`config.mk`:
```
export PLATFORM = sky130hd
export DESIGN_NAME = encoder_speed_window_stats_top
export DESIGN_NICKNAME = d
export VERILOG_FILES = /design/src/hdl/esws_pkg.sv /design/src/hdl/esws_in_stage.sv /design/src/hdl/esws_core.sv /design/src/hdl/esws_out_stage.sv /design/src/hdl/encoder_speed_window_stats_top.sv
export SDC_FILE = /design/constraint.sdc
export NUM_CORES = 2
export LEC_CHECK = 0
export BUFFER_PORTS_ARGS = -buffer_cell sky130_fd_sc_hd__buf_2
export CAP_MARGIN = 20
export CORE_MARGIN = 2
export CORE_UTILIZATION = 35
export DETAILED_ROUTE_END_ITERATION = 7
export GPL_ROUTABILITY_DRIVEN = 0
export SLEW_MARGIN = 20
export SYNTH_ARGS = -nofsm -noshare
export SYNTH_HDL_FRONTEND = slang
export SYNTH_SLANG_ARGS = --single-unit
```
`constraint.sdc`:
```
create_clock -name clk -period 20.3 [get_ports clk]
set_clock_uncertainty 0.2 [all_clocks]
set_input_delay 4.06 -clock clk [delete_from_list [all_inputs] [get_ports clk]]
set_output_delay 4.06 -clock clk [all_outputs]
set_load 0.005 [all_outputs]
```
`src/hdl/esws_pkg.sv`:
```
// types and constants of the encoder speed window statistics block
package esws_pkg;

  localparam logic OP_START   = 1'b0;
  localparam logic OP_SERVICE = 1'b1;

  localparam logic [15:0] PERIOD_RESET = 16'd10;

  // first member lands in the highest bits
  typedef struct packed {
    logic [31:0] invalid_total;
    logic [15:0] right_count;
    logic [31:0] left_count;
    logic [31:0] now_ms;
  } in_data_t;

  typedef struct packed {
    logic     op;
    in_data_t data;
  } in_item_t;

  typedef struct packed {
    logic [31:0] invalid_in_motion;
    logic [15:0] right_abs_peak;
    logic [31:0] left_abs_peak;
    logic [31:0] right_both_abs_sum;
    logic [31:0] left_both_abs_sum;
    logic [31:0] right_abs_sum;
    logic [31:0] left_abs_sum;
    logic [31:0] both_motion_samples;
    logic [31:0] motion_samples;
    logic [15:0] right_delta;
    logic [31:0] left_delta;
    logic [31:0] window_ms;
  } result_t;

  localparam int IN_DATA_BITS  = $bits(in_data_t);
  localparam int RESULT_BITS   = $bits(result_t);

endpackage

```
`src/hdl/esws_in_stage.sv`:
```
// input register stage holding one accepted item
module esws_in_stage (
  input  logic              clk,
  input  logic              rst,
  input  logic              s_tvalid,
  output logic              s_tready,
  input  esws_pkg::in_item_t s_item,
  input  logic              advance,
  output logic              item_valid,
  output esws_pkg::in_item_t item
);
  import esws_pkg::*;

  assign s_tready = !item_valid || advance;

  always_ff @(posedge clk) begin
    if (rst) begin
      item_valid <= 1'b0;
    end else if (s_tready) begin
      item_valid <= s_tvalid;
    end
  end

  always_ff @(posedge clk) begin
    if (s_tvalid && s_tready) begin
      item <= s_item;
    end
  end

endmodule

```
`src/hdl/esws_core.sv`:
```
// sample state, statistics and the per-item datapath
module esws_core #(
  parameter int RIGHT_COUNTER_BITS = 16
) (
  input  logic               clk,
  input  logic               rst,
  input  logic               cfg_valid,
  input  logic [15:0]        cfg_data,
  input  logic               proc,
  input  esws_pkg::in_item_t item,
  output logic               has_result,
  output esws_pkg::result_t  result
);
  import esws_pkg::*;

  localparam int RB = RIGHT_COUNTER_BITS;

  logic [15:0]   sample_period;
  logic [31:0]   prev_left;
  logic [RB-1:0] prev_right;
  logic [31:0]   prev_invalid;
  logic [31:0]   last_sample_time;
  logic [31:0]   next_due_time;
  logic [31:0]   motion_count;
  logic [31:0]   both_count;
  logic [31:0]   sum_left;
  logic [31:0]   sum_right;
  logic [31:0]   sum_left_both;
  logic [31:0]   sum_right_both;
  logic [31:0]   peak_left;
  logic [15:0]   peak_right;
  logic [31:0]   invalid_accum;

  logic [31:0]   motion_count_next;
  logic [31:0]   both_count_next;
  logic [31:0]   sum_left_next;
  logic [31:0]   sum_right_next;
  logic [31:0]   sum_left_both_next;
  logic [31:0]   sum_right_both_next;
  logic [31:0]   peak_left_next;
  logic [15:0]   peak_right_next;
  logic [31:0]   invalid_accum_next;
  logic [31:0]   next_due_time_next;

  logic [31:0]   period32;
  logic [31:0]   due_diff;
  logic          due;
  logic [31:0]   ldelta;
  logic [31:0]   lmag;
  logic [31:0]   right_ext;
  logic [RB-1:0] right_in;
  logic [RB-1:0] rdelta;
  logic [RB-1:0] rmag;
  logic [31:0]   rmag32;
  logic [31:0]   rdelta_sx;
  logic [31:0]   invd;
  logic [31:0]   window;
  logic          left_moved;
  logic          right_moved;
  logic [31:0]   due_adv;
  logic [31:0]   behind_diff;

  assign period32  = {16'd0, sample_period};
  assign due_diff  = item.data.now_ms - next_due_time;
  assign due       = (item.op == OP_SERVICE) && !due_diff[31];

  assign ldelta    = item.data.left_count - prev_left;
  assign lmag      = ldelta[31] ? (32'd0 - ldelta) : ldelta;

  // right counter wraps at its own width
  assign right_ext = {16'd0, item.data.right_count};
  assign right_in  = right_ext[RB-1:0];
  assign rdelta    = right_in - prev_right;
  assign rmag      = rdelta[RB-1] ? (RB'(0) - rdelta) : rdelta;
  assign rmag32    = 32'(rmag);
  assign rdelta_sx = 32'(signed'(rdelta));

  assign invd      = item.data.invalid_total - prev_invalid;
  assign window    = item.data.now_ms - last_sample_time;

  assign left_moved  = (lmag != 32'd0);
  assign right_moved = (rmag != '0);

  always_comb begin
    motion_count_next   = motion_count;
    both_count_next     = both_count;
    sum_left_next       = sum_left;
    sum_right_next      = sum_right;
    sum_left_both_next  = sum_left_both;
    sum_right_both_next = sum_right_both;
    peak_left_next      = peak_left;
    peak_right_next     = peak_right;
    invalid_accum_next  = invalid_accum;
    if (left_moved || right_moved) begin
      motion_count_next  = motion_count + 32'd1;
      sum_left_next      = sum_left + lmag;
      sum_right_next     = sum_right + rmag32;
      invalid_accum_next = invalid_accum + invd;
      if (lmag > peak_left) begin
        peak_left_next = lmag;
      end
      if (rmag32 > {16'd0, peak_right}) begin
        peak_right_next = rmag32[15:0];
      end
    end
    if (left_moved && right_moved) begin
      both_count_next     = both_count + 32'd1;
      sum_left_both_next  = sum_left_both + lmag;
      sum_right_both_next = sum_right_both + rmag32;
    end
  end

  // advance by one period, resync to now plus period when behind
  assign due_adv     = next_due_time + period32;
  assign behind_diff = item.data.now_ms - due_adv;
  assign next_due_time_next = behind_diff[31] ? due_adv : (item.data.now_ms + period32);

  always_ff @(posedge clk) begin
    if (rst) begin
      sample_period <= PERIOD_RESET;
    end else if (cfg_valid) begin
      sample_period <= cfg_data;
    end
  end

  always_ff @(posedge clk) begin
    if (rst) begin
      prev_left        <= '0;
      prev_right       <= '0;
      prev_invalid     <= '0;
      last_sample_time <= '0;
      next_due_time    <= '0;
      motion_count     <= '0;
      both_count       <= '0;
      sum_left         <= '0;
      sum_right        <= '0;
      sum_left_both    <= '0;
      sum_right_both   <= '0;
      peak_left        <= '0;
      peak_right       <= '0;
      invalid_accum    <= '0;
    end else if (proc && item.op == OP_START) begin
      prev_left        <= item.data.left_count;
      prev_right       <= right_in;
      prev_invalid     <= item.data.invalid_total;
      last_sample_time <= item.data.now_ms;
      next_due_time    <= item.data.now_ms + period32;
      motion_count     <= '0;
      both_count       <= '0;
      sum_left         <= '0;
      sum_right        <= '0;
      sum_left_both    <= '0;
      sum_right_both   <= '0;
      peak_left        <= '0;
      peak_right       <= '0;
      invalid_accum    <= '0;
    end else if (proc && due) begin
      prev_left        <= item.data.left_count;
      prev_right       <= right_in;
      prev_invalid     <= item.data.invalid_total;
      last_sample_time <= item.data.now_ms;
      next_due_time    <= next_due_time_next;
      motion_count     <= motion_count_next;
      both_count       <= both_count_next;
      sum_left         <= sum_left_next;
      sum_right        <= sum_right_next;
      sum_left_both    <= sum_left_both_next;
      sum_right_both   <= sum_right_both_next;
      peak_left        <= peak_left_next;
      peak_right       <= peak_right_next;
      invalid_accum    <= invalid_accum_next;
    end
  end

  assign has_result = due;

  always_comb begin
    result.window_ms           = window;
    result.left_delta          = ldelta;
    result.right_delta         = rdelta_sx[15:0];
    result.motion_samples      = motion_count_next;
    result.both_motion_samples = both_count_next;
    result.left_abs_sum        = sum_left_next;
    result.right_abs_sum       = sum_right_next;
    result.left_both_abs_sum   = sum_left_both_next;
    result.right_both_abs_sum  = sum_right_both_next;
    result.left_abs_peak       = peak_left_next;
    result.right_abs_peak      = peak_right_next;
    result.invalid_in_motion   = invalid_accum_next;
  end

endmodule

```
`src/hdl/esws_out_stage.sv`:
```
// result register facing the output stream
module esws_out_stage (
  input  logic              clk,
  input  logic              rst,
  input  logic              load,
  input  esws_pkg::result_t result,
  output logic              m_tvalid,
  input  logic              m_tready,
  output esws_pkg::result_t m_result
);
  import esws_pkg::*;

  always_ff @(posedge clk) begin
    if (rst) begin
      m_tvalid <= 1'b0;
    end else if (load) begin
      m_tvalid <= 1'b1;
    end else if (m_tready) begin
      m_tvalid <= 1'b0;
    end
  end

  always_ff @(posedge clk) begin
    if (load) begin
      m_result <= result;
    end
  end

endmodule

```
`src/hdl/encoder_speed_window_stats_top.sv`:
```
// encoder speed window statistics: top level
//
// input stream s_*: one item per transaction, s_tuser is the operation
// (start or service tick), s_tdata carries time, counts and invalid total.
// a start item loads baselines, clears the statistics and schedules the
// first sample one period ahead; it gives no result. a service item gives
// one result on m_* once the wrap-safe due time is reached, else nothing.
// cfg_*: writes sample_period_ms; cfg_ready is always high, so write it
// only while no item is in flight.
// an accepted item is held in the input register; when it advances it is
// processed into the result register, and m_tvalid rises as that register
// is loaded.
// throughput: one item per cycle unless a result waits on m_tready; the
// statistics update is a single pass of adders and compares between the
// input register and the state. a stalled receiver holds the result register;
// one more item is taken into the input register, then s_tready drops until
// m_tready returns. reset clears the statistics, baselines and due time to
// zero and sets the period to 10 ms.
module encoder_speed_window_stats_top #(
  parameter int RIGHT_COUNTER_BITS = 16
) (
  input  logic         clk,
  input  logic         rst,
  input  logic         s_tvalid,
  output logic         s_tready,
  // now_ms[31:0], left_count[63:32], right_count[79:64], invalid_total[111:80]
  input  logic [111:0] s_tdata,
  // operation[0]
  input  logic [0:0]   s_tuser,
  output logic         m_tvalid,
  input  logic         m_tready,
  // window_ms, left_delta, right_delta, motion_samples, both_motion_samples,
  // left_abs_sum, right_abs_sum, left_both_abs_sum, right_both_abs_sum,
  // left_abs_peak, right_abs_peak, invalid_in_motion (lowest first)
  output logic [351:0] m_tdata,
  input  logic         cfg_valid,
  output logic         cfg_ready,
  input  logic [15:0]  cfg_data
);
  import esws_pkg::*;

  in_item_t s_item;
  in_item_t item;
  logic     item_valid;
  logic     advance;
  logic     has_result;
  result_t  result;
  result_t  m_result;

  assign s_item.op   = s_tuser[0];
  assign s_item.data = in_data_t'(s_tdata);
  assign cfg_ready   = 1'b1;
  assign advance     = item_valid && (!m_tvalid || m_tready);
  assign m_tdata     = m_result;

  esws_in_stage u_in (
    .clk        (clk),
    .rst        (rst),
    .s_tvalid   (s_tvalid),
    .s_tready   (s_tready),
    .s_item     (s_item),
    .advance    (advance),
    .item_valid (item_valid),
    .item       (item)
  );

  esws_core #(
    .RIGHT_COUNTER_BITS (RIGHT_COUNTER_BITS)
  ) u_core (
    .clk        (clk),
    .rst        (rst),
    .cfg_valid  (cfg_valid),
    .cfg_data   (cfg_data),
    .proc       (advance),
    .item       (item),
    .has_result (has_result),
    .result     (result)
  );

  esws_out_stage u_out (
    .clk      (clk),
    .rst      (rst),
    .load     (advance && has_result),
    .result   (result),
    .m_tvalid (m_tvalid),
    .m_tready (m_tready),
    .m_result (m_result)
  );

endmodule

```
Word level (Yosys, flattened, before mapping):

Index checks and enable logic that the tools add are counted.

* bits in registers: 899
* input port bits: 134
* output and inout port bits: 355

* $add $sub $neg: 17
* magnitude comparators: 2
* mux-type cells: 26
* bitwise logic cells: 1
* reductions and logical operators: 17

Operators by type and width (count)
* $mux W32: 19
* $sub A32 B32 Y32: 5
* $add A32 B16 Y32: 4
* $add A32 B32 Y32: 3
* $mux W16: 5
* $add A32 B1 Y32 const B: 2
* $gt A32 B32 Y1: 1
* $reduce_bool A32 Y1: 1
* $sub A1 B32 Y32 const A: 1
* $gt A16 B16 Y1: 1
* $reduce_bool A16 Y1: 1
* $sub A1 B16 Y16 const A: 1
* $sub A16 B16 Y16: 1
* $logic_and A1 B1 Y1: 6
* $reduce_bool A2 Y1: 2
* $logic_not A1 Y1: 3
* $logic_or A1 B1 Y1: 3
* $mux W1: 2
* $reduce_or A2 Y1: 1
* $not A1 Y1: 1

Logic depth before layout (Yosys ltp):

* word-level depth: 6
* gate-level depth with buffers: 32
* mapped depth without buffers: 28

By module:

From an unflattened synthesis, not the netlist that was laid out.

* cells, all modules: 5457
* area, all modules: 51876.0 um2

By module, submodules not included
* esws_core: times used 1, cells each 4978, area an instance 37788.7 um2
* esws_out_stage: times used 1, cells each 356, area an instance 10608.9 um2
* esws_in_stage: times used 1, cells each 118, area an instance 3448.3 um2
* encoder_speed_window_stats_top: times used 1, cells each 5, area an instance 30.0 um2

Least setup slack after synthesis:

No wires, ideal clock.

* path kind: input to register
* start: input m_tready
* end: register u_core.peak_right[0]
* setup time: 0.086 ns
* arrival: 13.456 ns
* setup slack: 6.559 ns
* stages: 7
* buffers on the path: 1
* cells stage by stage: nand2b_1 > nand2_1 > or3b_2 > inv_1 > o211ai_1 > buf_2 > a211oi_1

* elaborated cells between the ends (all ways): 5

RTL lines
* start: declaration: RTL line encoder_speed_window_stats_top.sv:31 `input logic m_tready,`
* $logic_or A1 B1 Y1: RTL line encoder_speed_window_stats_top.sv:53 `assign advance = item_valid && (!m_tvalid || m_tready);`
* $logic_and A1 B1 Y1: RTL line encoder_speed_window_stats_top.sv:53
* $logic_and A1 B1 Y1
* via u_out.load: RTL line esws_out_stage.sv:5 `input logic load,`
* end signal: assignment: RTL line esws_core.sv:170 `peak_right <= peak_right_next;`
* end: declaration: RTL line esws_core.sv:31 `logic [15:0] peak_right;`

The timed path passes the listed nets, and every way through them passes these cells.
A chain may end at the register's enable or synchronous reset.

Worst setup path after layout:

* start: input m_tready
* end: output s_tready

* word-level cells in the longest chain between the ends: 3

RTL lines
* $logic_or A1 B1 Y1: RTL line encoder_speed_window_stats_top.sv:53
* $logic_and A1 B1 Y1: RTL line encoder_speed_window_stats_top.sv:53
* $logic_or A1 B1 Y1: RTL line esws_in_stage.sv:14 `assign s_tready = !item_valid || advance;`
* end: declaration: RTL line encoder_speed_window_stats_top.sv:25 `output logic s_tready,`

Every way passes these cells.

==> impl_metrics.tcl <==
set metrics [dict create \
    synthCells 5597 \
    fin_util 0.409 \
    detail-route-antenna-nets 0 \
    synth_xor_area_frac 0.0657 \
    clk_transition_reported_paths_ns 0.06 \
    synth_compound_area_frac 0.147 \
    detailed_place_hpwl_mm 109 \
    post_synth_and_or_nand_nor_area_fraction 0.177 \
    clock_path_buffers 3 \
    postSynth.asyncResetShare 0 \
    avgRoutedWirePerCell_um 18.7 \
    synth_fp_nets 6118 \
    fin_nets 6517 \
    areaGrowthSynthToFinish_pct 15.8 \
    layout_commonest_cell "sky130_fd_sc_hd__nand2_1" \
    ctsHtreeMaxLevel 3 \
    yosysUniqueCellTypes 100 \
    floorplan.die.width_um 388 \
    design_area_um2 59700 \
    fin_crit_ns 8.77 \
    first_iter_violations 3154 \
    drive_above_1_share 0.139 \
    timing.critical_path.arrival_ns 4.51 \
    slew_at_the_pin_closest_to_its_max_slew_limit_ns 1.10 \
    power_density_nw_per_um2 98.8 \
    outcome "completed" \
    cp_most_frequent_cell "sky130_fd_sc_hd__buf_2" \
    r2r.worst_path.cells 25 \
    min_period_over_period 0.432 \
    seq_power_share 0.362 \
    cts_buffers 106 \
    placed_area_um2 55800 \
    drt_wl_total_mm 150 \
    layout_common_cells "sky130_fd_sc_hd__nand2_1 (874), sky130_fd_sc_hd__buf_2 (486), sky130_fd_sc_hd__edfxtp_1 (465)" \
    p_sw_w 0.00192 \
    cp.required_ns 16.04 \
    synth_top_area_share 0.271 \
    synth_enable_flop_cells 465 \
    count_of_cells_along_the_worst_hold_path 2 \
    fmax_ghz 0.114 \
    hold_path.class "register to register" \
    clockPowerShare 0.352 \
    slowest_stage "sky130_fd_sc_hd__nand3b_1" \
    post-cts-setup-buffers 0 \
    totalNegativeSetupSlack_ns 0 \
    instances_no_fill 8010 \
    die_area_um2 150000 \
    syn_area_um2 51600 \
    post_synthesis_mux_area_share 0.0220 \
    vdd_ir_drop_max_mv 0.0699 \
    maxCapViolations 0 \
    report.final.hold_viol_count 0 \
    firstDrtPassIters 6 \
    synth.ff_latch_count 899 \
    relative_max_transition_margin 0.265 \
    clockRootBuffer "sky130_fd_sc_hd__clkbuf_16" \
    die_h_um 388 \
    worstPathCellList "buf_2, nand3b_1, buf_2" \
    worst-path-max-fanout 3 \
    vias_per_cell 5.24 \
    power_frac_comb 0.285 \
    numPlacedInstances 7803 \
    drcViolationCount 0 \
    initial_core_util 0.353 \
    synth_top_family_by_area "simple AND/OR/NAND/NOR gates" \
    row_count 140 \
    start_kind "primary input" \
    critPathMaxStageDelay_ns 0.19 \
    netSwitchingFraction 0.325 \
    ys.warnings.count 0 \
    grt_overflow 0 \
    design.core.area_um2 146000 \
    placement.io_buffers 487 \
    syn-mean-instance-area_um2 9.21 \
    synth_top_cell_by_area "sky130_fd_sc_hd__edfxtp_1" \
    clk_latency_ns 0.75 \
    ys_top_cells_by_area "sky130_fd_sc_hd__edfxtp_1 (27%), sky130_fd_sc_hd__dfxtp_1 (17%), sky130_fd_sc_hd__ha_1 (8.4%), sky130_fd_sc_hd__nand2_1 (6.4%), sky130_fd_sc_hd__a21oi_1 (4.2%)" \
    slew_violations 0 \
    resize_count_post_cts 0 \
    timing.setup.critical_path_class "primary input to output port" \
    leakagePower_nw 23.5 \
    main_flop_type_after_synthesis "sky130_fd_sc_hd__edfxtp_1" \
    tritoncts "done" \
    boundaryPins 489 \
    synthAdderAreaFrac 0.0997 \
    via_count_of_the_first_global_routing_pass 39100 \
    grt_pass1_wl_mm 230 \
    hold_bufs_at_cts 0 \
    dr_total_vias 42000 \
    grt_setup_unrepaired "no" \
    reg2reg_setup_slack_ns 11.93 \
    antenna_found_initial 29 \
    pin_count_of_the_biggest_net_entering_global_routing 189 \
    final_count_of_negative_setup_slack_endpoints 0 \
    track_usage 0.194 \
    internal-power_w 0.00398 \
    seq_area_frac_synth 0.439 \
    critical_path.endpoint_type "output port" \
    cts_num_sinks 899 \
]
cells by family after synthesis:
kind of cell,after synthesis
simple gates,1970
compound gates,1230
flops,899
buf+inv,628
mux,95
xor+xnor,387
other cells,1
fa+ha+maj,387
worst paths after layout:
path	startpoint	to
setup / recovery	m_tready	s_tready
hold / removal	u_core.prev_left[21]	u_core.prev_left[21]
setup reg to reg	u_in.item[40]	u_out.m_result[239]
hold reg to reg	u_core.prev_left[21]	u_core.prev_left[21]
sequential cells by signal (all words and copies together) (netlist names), 16 cells and up:
name	flops
u_core.sum_right	32
u_in.item	113
u_core.invalid_accum	32
u_core.peak_right	16
u_core.sum_left	32
u_out.m_result	352
u_core.prev_right	16
u_core.prev_invalid	32
u_core.both_count	32
u_core.motion_count	32
u_core.peak_left	32
u_core.next_due_time	32
u_core.sum_left_both	32
u_core.sum_right_both	32
u_core.last_sample_time	32
u_core.sample_period	16
u_core.prev_left	32
metrics by stage:
stage          total power (W)  hold slack (ns)  setup slack (ns)
5_1_grt                0.00623            0.270             11.34
4_1_cts                0.00596            0.254             11.54
2_1_floorplan          0.00336            0.236              6.56
6_report               0.00590            0.252             11.53
3_5_place_dp           0.00384            0.247             11.54
3_3_place_gp           0.00382            0.242             11.54
critical path, delay by kind of cell:
family	cells	cell delay, ns
buffers and inverters	2	0.27
AND/OR/NAND/NOR	1	0.19
cell usage after synthesis (11+ instances only):
library cell                instances
sky130_fd_sc_hd__a211o_1           11
sky130_fd_sc_hd__a211oi_1          37
sky130_fd_sc_hd__a21o_1            88
sky130_fd_sc_hd__a21oi_1          437
sky130_fd_sc_hd__a31o_2            12
sky130_fd_sc_hd__a31oi_1           26
sky130_fd_sc_hd__and2_1            25
sky130_fd_sc_hd__and3_1            56
sky130_fd_sc_hd__buf_1             13
sky130_fd_sc_hd__buf_2             37
sky130_fd_sc_hd__clkbuf_1         176
sky130_fd_sc_hd__dfxtp_1          434
sky130_fd_sc_hd__edfxtp_1         465
sky130_fd_sc_hd__fa_1              40
sky130_fd_sc_hd__ha_1             347
sky130_fd_sc_hd__inv_1            379
sky130_fd_sc_hd__mux2_2            25
sky130_fd_sc_hd__mux2_4            29
sky130_fd_sc_hd__mux2i_1           36
sky130_fd_sc_hd__nand2_1          874
sky130_fd_sc_hd__nand2b_1          44
sky130_fd_sc_hd__nand3_1          222
sky130_fd_sc_hd__nand4_1           61
sky130_fd_sc_hd__nor2_1           301
sky130_fd_sc_hd__nor2b_1           44
sky130_fd_sc_hd__nor3_1           125
sky130_fd_sc_hd__nor4_1            33
sky130_fd_sc_hd__o2111ai_1         11
sky130_fd_sc_hd__o211ai_1          24
sky130_fd_sc_hd__o21a_1            39
sky130_fd_sc_hd__o21ai_0          270
sky130_fd_sc_hd__o21ai_1           24
sky130_fd_sc_hd__o21bai_1          31
sky130_fd_sc_hd__o22ai_1           21
sky130_fd_sc_hd__o31ai_1           93
sky130_fd_sc_hd__or2_2             32
sky130_fd_sc_hd__or3_1             66
sky130_fd_sc_hd__or4_1             38
sky130_fd_sc_hd__xnor2_1          239
sky130_fd_sc_hd__xor2_1           148
power by group through the flow:
stage | Sequential (W) | Combinational (W) | Clock, W
after floorplan | 0.00217 | 0.00119 | 0
after CTS | 0.00214 | 0.00168 | 0.00214
final | 0.00214 | 0.00168 | 0.00208
after global routing | 0.00215 | 0.00187 | 0.00221
after global placement | 0.00217 | 0.00164 | 0
after detailed placement | 0.00218 | 0.00167 | 0
final cells by class:
cell class | count | area [um^2]
Fill cell | 14300 | 86200
Multi-Input combinational cell | 4070 | 26500
Sequential cell | 899 | 22700
Timing Repair Buffer | 537 | 2880
Clock buffer | 136 | 2880
Tap cell | 1917 | 2400
Inverter | 382 | 1440
Clock inverter | 66 | 967
Antenna cell | 3 | 7.51
layer usage:
metal,routed length [um],global-route usage,up-vias
met5,237,0,-
met3,10300,0.0436,239
met4,4210,0.0564,34
met1,68700,0.267,19900
li1,-,-,20600
met2,66600,0.302,1173
(Power assumes the default switching activity.)
